===== src/design/kcd_pkg.sv =====
package kcd_pkg;

    localparam int unsigned LETTERS  = 26;
    localparam int unsigned IDX_W    = 5;
    localparam logic [7:0]  UPPER_A  = 8'd65;
    localparam logic [7:0]  LOWER_A  = 8'd97;
    localparam logic [IDX_W-1:0] LAST_IDX = IDX_W'(LETTERS - 1);

    typedef enum logic [1:0] {
        MODE_KEY  = 2'd0,
        MODE_END  = 2'd1,
        MODE_MSG  = 2'd2,
        MODE_NONE = 2'd3
    } t_mode;

    typedef enum logic {
        ST_IDLE,
        ST_WALK
    } t_state;

    // controller -> datapath
    typedef struct packed {
        logic             key_load;
        logic             msg_load;
        logic             walk_step;
        logic             walk_last;
        logic [IDX_W-1:0] walk_idx;
    } t_cmd;

    // datapath -> controller
    typedef struct packed {
        logic out_full;
        logic table_ready;
    } t_stat;

    typedef struct packed {
        logic             hit;
        logic [IDX_W-1:0] idx;
    } t_fold;

    // letter of either case -> index 0..25
    function automatic t_fold fold_letter(input logic [7:0] c);
        t_fold      f;
        logic [7:0] du;
        logic [7:0] dl;
        du    = c - UPPER_A;
        dl    = c - LOWER_A;
        f.hit = 1'b0;
        f.idx = '0;
        if (c >= UPPER_A && c < UPPER_A + 8'(LETTERS)) begin
            f.hit = 1'b1;
            f.idx = du[IDX_W-1:0];
        end else if (c >= LOWER_A && c < LOWER_A + 8'(LETTERS)) begin
            f.hit = 1'b1;
            f.idx = dl[IDX_W-1:0];
        end
        return f;
    endfunction

endpackage


===== src/design/kcd_ctrl.sv =====
module kcd_ctrl (
    input  logic          i_clk,
    input  logic          i_rst_n,
    input  logic          s_axis_tvalid,
    input  logic [1:0]    s_axis_tuser,
    output logic          s_axis_tready,
    input  logic          m_axis_tready,
    input  kcd_pkg::t_stat i_stat,
    output kcd_pkg::t_cmd  o_cmd
);
    import kcd_pkg::*;

    t_state           r_state, n_state;
    logic [IDX_W-1:0] r_walk, n_walk;
    logic             accept;
    t_mode            mode;

    assign mode   = t_mode'(s_axis_tuser);
    assign accept = s_axis_tvalid && s_axis_tready;

    always_ff @(posedge i_clk) begin
        if (!i_rst_n) begin
            r_state <= ST_IDLE;
            r_walk  <= '0;
        end else begin
            r_state <= n_state;
            r_walk  <= n_walk;
        end
    end

    // next state
    always_comb begin
        n_state = r_state;
        n_walk  = r_walk;
        case (r_state)
            ST_IDLE: begin
                n_walk = '0;
                if (accept && mode == MODE_END) begin
                    n_state = ST_WALK;
                end
            end
            ST_WALK: begin
                if (r_walk == LAST_IDX) begin
                    n_state = ST_IDLE;
                    n_walk  = '0;
                end else begin
                    n_walk = r_walk + IDX_W'(1);
                end
            end
            default: begin
                n_state = ST_IDLE;
                n_walk  = '0;
            end
        endcase
    end

    // outputs
    always_comb begin
        s_axis_tready   = 1'b0;
        o_cmd           = '0;
        o_cmd.walk_idx  = r_walk;
        case (r_state)
            ST_IDLE: begin
                // a word may enter while the output slot is empty or being taken by the sink
                s_axis_tready  = !i_stat.out_full || m_axis_tready;
                o_cmd.key_load = s_axis_tvalid && s_axis_tready && mode == MODE_KEY;
                o_cmd.msg_load = s_axis_tvalid && s_axis_tready && mode == MODE_MSG;
            end
            ST_WALK: begin
                o_cmd.walk_step = 1'b1;
                o_cmd.walk_last = r_walk == LAST_IDX;
            end
            default: begin
                s_axis_tready = 1'b0;
            end
        endcase
    end

endmodule


===== src/design/kcd_dpath.sv =====
module kcd_dpath (
    input  logic          i_clk,
    input  logic          i_rst_n,
    input  kcd_pkg::t_cmd i_cmd,
    input  logic [7:0]    s_axis_tdata,
    input  logic          m_axis_tready,
    output logic          m_axis_tvalid,
    output logic [7:0]    m_axis_tdata,
    output logic          m_axis_tuser,
    output kcd_pkg::t_stat o_stat
);
    import kcd_pkg::*;

    logic [LETTERS-1:0] r_used, n_used;
    logic [IDX_W-1:0]   r_count, n_count;
    logic               r_ready, n_ready;
    logic [IDX_W-1:0]   r_pos [LETTERS];
    logic               pos_we;
    logic [IDX_W-1:0]   pos_waddr;
    logic [IDX_W-1:0]   pos_wdata;

    logic               r_out_valid;
    logic [7:0]         r_out_char;
    logic               r_out_nr;

    t_fold              fold;
    logic [LETTERS-1:0] used_base;
    logic [IDX_W-1:0]   count_base;
    logic [7:0]         dec_char;

    assign fold = fold_letter(s_axis_tdata);

    // a key byte after a finished table starts over
    assign used_base  = r_ready ? '0 : r_used;
    assign count_base = r_ready ? '0 : r_count;

    always_comb begin
        n_used    = r_used;
        n_count   = r_count;
        n_ready   = r_ready;
        pos_we    = 1'b0;
        pos_waddr = i_cmd.walk_idx;
        pos_wdata = r_count;
        if (i_cmd.key_load) begin
            n_used  = used_base;
            n_count = count_base;
            n_ready = 1'b0;
            if (fold.hit && !used_base[fold.idx]) begin
                pos_we          = 1'b1;
                pos_waddr       = fold.idx;
                pos_wdata       = count_base;
                n_used[fold.idx] = 1'b1;
                n_count         = count_base + IDX_W'(1);
            end
        end else if (i_cmd.walk_step) begin
            if (!r_used[i_cmd.walk_idx]) begin
                pos_we                 = 1'b1;
                n_used[i_cmd.walk_idx] = 1'b1;
                n_count                = r_count + IDX_W'(1);
            end
            if (i_cmd.walk_last) begin
                n_ready = 1'b1;
            end
        end
    end

    always_ff @(posedge i_clk) begin
        if (!i_rst_n) begin
            r_used  <= '0;
            r_count <= '0;
            r_ready <= 1'b0;
        end else begin
            r_used  <= n_used;
            r_count <= n_count;
            r_ready <= n_ready;
        end
    end

    always_ff @(posedge i_clk) begin
        if (pos_we) begin
            r_pos[pos_waddr] <= pos_wdata;
        end
    end

    // letter -> 'A' + cipher position, everything else unchanged
    assign dec_char = fold.hit ? (UPPER_A + 8'(r_pos[fold.idx])) : s_axis_tdata;

    always_ff @(posedge i_clk) begin
        if (!i_rst_n) begin
            r_out_valid <= 1'b0;
        end else if (i_cmd.msg_load) begin
            r_out_valid <= 1'b1;
        end else if (m_axis_tready) begin
            r_out_valid <= 1'b0;
        end
    end

    always_ff @(posedge i_clk) begin
        if (i_cmd.msg_load) begin
            r_out_char <= r_ready ? dec_char : s_axis_tdata;
            r_out_nr   <= !r_ready;
        end
    end

    assign m_axis_tvalid      = r_out_valid;
    assign m_axis_tdata       = r_out_char;
    assign m_axis_tuser       = r_out_nr;
    assign o_stat.out_full    = r_out_valid;
    assign o_stat.table_ready = r_ready;

endmodule


===== src/design/keyword_cipher_decoder_unit.sv =====
// Keyword substitution cipher decoder. Each input word carries a mode in
// s_axis_tuser (0 key byte, 1 end of key, 2 ciphertext byte, 3 ignored) and
// a byte in s_axis_tdata. Key bytes build the cipher alphabet: the first
// appearance of each letter, case folded, takes the next position, other
// bytes are skipped. End of key fills the unused letters in alphabetical
// order and marks the table ready; s_axis_tready is low during this walk,
// as the single position-store write port visits one letter per cycle.
// Key bytes and mode-3 words give no output. A ciphertext byte gives
// one output word, registered and shown in the next cycle: an upper-case
// plaintext letter for a letter of either case, the
// byte itself otherwise. Before the table is ready the byte is echoed with
// m_axis_tuser (not_ready) set. A key byte after a ready table starts a new
// key. One output register holds the result; input is taken while it is
// full only if the sink takes that word in the same cycle.
module keyword_cipher_decoder_unit (
    input  logic       i_clk,
    input  logic       i_rst_n,
    // input stream
    input  logic       s_axis_tvalid,
    output logic       s_axis_tready,
    input  logic [7:0] s_axis_tdata,   // [7:0] in_char
    input  logic [1:0] s_axis_tuser,   // [1:0] mode
    // output stream
    output logic       m_axis_tvalid,
    input  logic       m_axis_tready,
    output logic [7:0] m_axis_tdata,   // [7:0] out_char
    output logic       m_axis_tuser    // [0] not_ready
);
    import kcd_pkg::*;

    t_cmd  cmd;
    t_stat stat;

    kcd_ctrl u_ctrl (
        .i_clk         (i_clk),
        .i_rst_n       (i_rst_n),
        .s_axis_tvalid (s_axis_tvalid),
        .s_axis_tuser  (s_axis_tuser),
        .s_axis_tready (s_axis_tready),
        .m_axis_tready (m_axis_tready),
        .i_stat        (stat),
        .o_cmd         (cmd)
    );

    kcd_dpath u_dpath (
        .i_clk         (i_clk),
        .i_rst_n       (i_rst_n),
        .i_cmd         (cmd),
        .s_axis_tdata  (s_axis_tdata),
        .m_axis_tready (m_axis_tready),
        .m_axis_tvalid (m_axis_tvalid),
        .m_axis_tdata  (m_axis_tdata),
        .m_axis_tuser  (m_axis_tuser),
        .o_stat        (stat)
    );

    // no input taken while the end-of-key walk runs
    a_walk_blocks_input: assert property (@(posedge i_clk) disable iff (!i_rst_n)
        cmd.walk_step |-> !s_axis_tready)
        else $error("input accepted during end-of-key walk");

    // the walk always finishes with a ready table
    a_walk_ends_ready: assert property (@(posedge i_clk) disable iff (!i_rst_n)
        cmd.walk_last |=> stat.table_ready)
        else $error("table not ready after end-of-key walk");

    // every accepted ciphertext word shows up at the output next cycle
    a_msg_gives_word: assert property (@(posedge i_clk) disable iff (!i_rst_n)
        (s_axis_tvalid && s_axis_tready && s_axis_tuser == MODE_MSG) |=> m_axis_tvalid)
        else $error("decoded word missing");

    // a word marked not ready never comes from a ready table
    a_nr_consistent: assert property (@(posedge i_clk) disable iff (!i_rst_n)
        cmd.msg_load |=> (m_axis_tuser == !$past(stat.table_ready)))
        else $error("not_ready flag does not match table state");

endmodule

===== config.mk =====
export PLATFORM = sky130hd
export DESIGN_NAME = keyword_cipher_decoder_unit
export DESIGN_NICKNAME = d
export VERILOG_FILES = /design/src/design/kcd_pkg.sv /design/src/design/kcd_ctrl.sv /design/src/design/kcd_dpath.sv /design/src/design/keyword_cipher_decoder_unit.sv
export SDC_FILE = /design/constraint.sdc
export NUM_CORES = 1
export LEC_CHECK = 0
export ABC_AREA = 1
export BUFFER_PORTS_ARGS = -buffer_cell sky130_fd_sc_hd__buf_2
export CORE_MARGIN = 2
export CORE_UTILIZATION = 45
export DETAILED_ROUTE_END_ITERATION = 12
export PLACE_DENSITY = 0.66
export RECOVER_POWER = 25
export SYNTH_ARGS = -nofsm -noshare
export SYNTH_HDL_FRONTEND = slang
export SYNTH_SLANG_ARGS = --single-unit

===== constraint.sdc =====
create_clock -name i_clk -period 3.75 [get_ports i_clk]
set_clock_uncertainty 0.15 [all_clocks]
set_input_delay 0 -clock i_clk [delete_from_list [all_inputs] [get_ports i_clk]]
set_output_delay 0 -clock i_clk [all_outputs]
set_load 0.01 [all_outputs]

==> impl_results.md <==
* Clock Tree Buf Depth at 2
* Startpoint types: input port
* Post-place instance area at just over 10000 µm²
* Skew-Pair Late Insertion Delay at ~0.45 ns
* Initial antenna violation count at 0
* First-pass iteration count of the detailed router at 6
* Mapped Cells at 1200
* Row cnt at 53
* Die outline height at roughly 150 µm
* Vias at 8448
* IO Port Bufs at 24
* Relative slew margins at 47.9%
* Setup WS post-layout at 0.302 ns
* Fillcell total at slightly above 2000
* RSZ-0062 raised after global routing: yes
* Core Area at 21000 µm²
* Maxcap violations at 0
* Critical path peak fanout at 16
* Area Overhead vs Synth at 13.3%
* Worst setup EP type: flop
* Detailed placer's ending HPWL at 18500 µm
* Pre-CTS WS at between 0.2 and 0.3 ns
* Internal power at about 3.2 mW
* Post-route core utilization at 51.8%
* Hold Fails Final Rpt at 0
* Vias in the first global route at approximately 7900
* Worst Hold Class: input port to flop
* DRC errors left at 0
* Worst EP required at 3.70 ns
* Final Cell Area at approximately 11000 µm²
* Synth Area per Inst at between 7 and 8 µm²
* F_max at 290 MHz
* Synth Cell Area at about 9600 µm²
* Hold Path Stages at 4
* R2r worst-path depth at 14
* Pin count of the biggest net entering global routing at 54
* Logic gate share of total power at 9.3%
* GR Overflow Total at 0
* Sw Ratio at 27.2%
* Slew Limit Fails at 0
* Status: complete, no violations
* Synth Register Bits at between 150 and 200
* Setup slack, reg-to-reg at 0.70 ns
* Setup Buffers After CTS at 0
* GRT Util Overall at between 20% and 30%
* # diodes at 0
* Io pins at 25
* Full die area at about 22000 µm²
* Max IR drop VDD at about 0.00023 V
* Horiz. Die Dim at between 100 and 150 µm
* CTS Sinks at between 150 and 200
* Starting Density at 45.7%
* ANT nets after route at 0
* Yosys warns at 0
* Clock power frac at 42.2%
* Routed wire length at roughly 27000 µm
* Setup violations, final at 0
* HP Start: s_axis_tdata[0]
* Seq pwr share at roughly half
* Routability Congestion at approximately 0.94
* Wire per inst at 17.8 µm
* Final period util at between 90% and 100%
* Worst reg2reg path startpoint: u_dpath.r_ready
* Crit Path Category: input port to flop
* Htree depth at 4
* Share of cells above drive strength 1 at approximately 9.8%
* Register area share after synthesis at between 50% and 60%
* Post-cts repair resize count at 0
* CTS tree: built
* 1st-iter DRT viols at 856
* Worst Hold End: u_dpath.r_used[19]
* Root Buffer: clkbuf_16
* Synthesized Nets at between 1000 and 1500
* Num CTS Buffers at 17
* Post-route minimum period at 3.45 ns
* Layout Nets at about 1300
* Synth cell types at 38
* Hold slack at 0.0905 ns
* Reg2reg end: u_dpath.r_pos[8][3]
* First-pass GRT wire length at between 40000 and 50000 µm
* Worst-path clk slew at 0.08 ns
* Net Switching at about 1.2 mW
* Measured slew at the worst slew-check pin at slightly below 0.8 ns
* Via/cell ratio at approximately 5.5
* Crit path DAT at around 3.4 ns
* Lkg Pwr at about 4.6 nW
* Pwr dens at 409 nW/µm²
==> layout make-up <==
cell class / count / area [µm²] / area share (%)
repair buffers: 82 / 566 / 5.21
inverters: 143 / 537 / 4.94
flip-flops and latches: 178 / 4950 / 45.6
clock inverters: 15 / 199 / 1.83
well taps: 275 / 344 / 3.17
multi-input cells: 816 / 3830 / 35.3
clock buffers: 17 / 425 / 3.92
==> cells by family (layout without fill, tap and decap cells) <==
| group | after synthesis | in the layout | synth area share, % |
|---|---|---|---|
| DFF | 178 | 178 | 51.7 |
| and+or+nand+nor | 658 | 658 | 29.7 |
| buffers and inverters | 206 | 257 | 8.51 |
| AOI/OAI and AO/OA | 140 | 140 | 8.05 |
| adders and majority gates | 10 | 10 | 1.31 |
| xor gates and xnor gates | 8 | 8 | 0.731 |
==> power groups by stage <==
stage               sequential (mW)  clock (mW)  combinational [mW]
finish                         2.16        1.88               0.414
global route                   2.16        1.96               0.457
CTS                            2.15        1.88               0.411
detailed placement             2.20           0               0.397
global placement               2.20           0               0.395
floorplan                      2.20           0               0.257
==> per-stage QoR <==
step                instances  power [mW]  setup TNS (ns)
floorplan                1200        2.45               0
global placement         1481        2.59               0
detailed placement       1481        2.60               0
CTS                      1526        4.45               0
global route             1526        4.57          -0.173
finish                   1526        4.45               0
==> placed cells by master, fill, tap and decap left out, types with 14 or more instances in the layout <==
| master | synthesis | routed |
|---|---|---|
| a21oi_1 | 33 | 33 |
| dfxtp_1 | 39 | 39 |
| nor3_1 | 15 | 15 |
| o21ai_0 | 66 | 66 |
| nand4_1 | 64 | 64 |
| nand2_1 | 390 | 390 |
| buf_4 | 1 | 43 |
| nand3_1 | 59 | 59 |
| clkbuf_16 | 0 | 17 |
| nor2_1 | 106 | 101 |
| clkbuf_1 | 34 | 14 |
| inv_1 | 133 | 133 |
| edfxtp_1 | 139 | 139 |
==> sequential cells by signal (all words and copies together), names as in the netlist <==
signal and count:
u_dpath.r_count 5, u_dpath.r_ready 1, u_dpath.r_pos 130, u_dpath.m_axis_tuser 1
u_dpath.m_axis_tvalid 1, u_dpath.r_used 26, u_dpath.m_axis_tdata 8, u_ctrl.r_state 1
u_ctrl.r_walk 5
==> Yosys cell counts (all sizes together) <==
library cell / number / share of area, %
nand3b: 1 / 0.078
ha: 10 / 1.3
o31ai: 7 / 0.55
o22ai: 4 / 0.26
nand4: 64 / 4.2
a211oi: 2 / 0.16
a21oi: 33 / 1.7
clkinv: 1 / 0.039
nand2: 392 / 15
nor3: 16 / 0.89
xor2: 5 / 0.46
nor3b: 1 / 0.078
xnor2: 3 / 0.27
dfxtp: 39 / 8.1
o21a: 8 / 0.63
o21ai: 73 / 3.8
o211ai: 3 / 0.23
edfxtp: 139 / 44
a22oi: 1 / 0.078
inv: 142 / 5.6
a31oi: 8 / 0.52
nor2: 117 / 5.1
nand3: 67 / 3.9
clkbuf: 34 / 1.3
a41oi: 1 / 0.091
buf: 29 / 1.6
==> critical path, stage by stage <==
cell,delay [ns]
dlygate4sd3_1,0.54
buf_2,0.13
inv_1,0.14
ha_1,0.25
nand3_2,0.18
nand3_2,0.27
buf_4,0.26
o21ai_1,0.09
nand3_1,0.08
nand2_1,0.06
nand2_1,0.06
nand2_1,0.06
nor2_2,0.12
nand3_1,0.11
buf_4,0.22
nand2_2,0.14
nand3_2,0.26
nor2_1,0.42
==> worst max-delay path by stage <==
stage	from	endpoint	slack (ns)	cells after the start
CTS	s_axis_tdata[1]	u_dpath.r_pos[0][4]	0.31	18
finish	s_axis_tdata[1]	u_dpath.r_pos[8][3]	0.30	18
floorplan	s_axis_tdata[0]	u_dpath.r_pos[0][4]	0.32	17
detailed placement	s_axis_tdata[0]	u_dpath.r_pos[0][0]	0.28	18
global route	s_axis_tdata[1]	u_dpath.r_pos[0][4]	-0.02	18
global placement	s_axis_tdata[0]	u_dpath.r_pos[9][0]	0.39	18
==> routing by layer <==
metal / track usage (%) / share of wire [%] / vias up
met5: 0 / 0 / -
met4: 9.53 / 3.3 / 0
met3: 4.12 / 8.2 / 75
met2: 40.4 / 46 / 417
met1: 33.3 / 43 / 3915
li1: - / - / 4041
==> what timing repair did <==
| action | 4_1_cts | 5_1_grt |
|---|---|---|
| setup endpoints to repair | 0 | 15 |
| hold buffers | 13 | 0 |
| endpoints found under the hold margin | 32 | 0 |
Power figures use the tool's default switching activity.
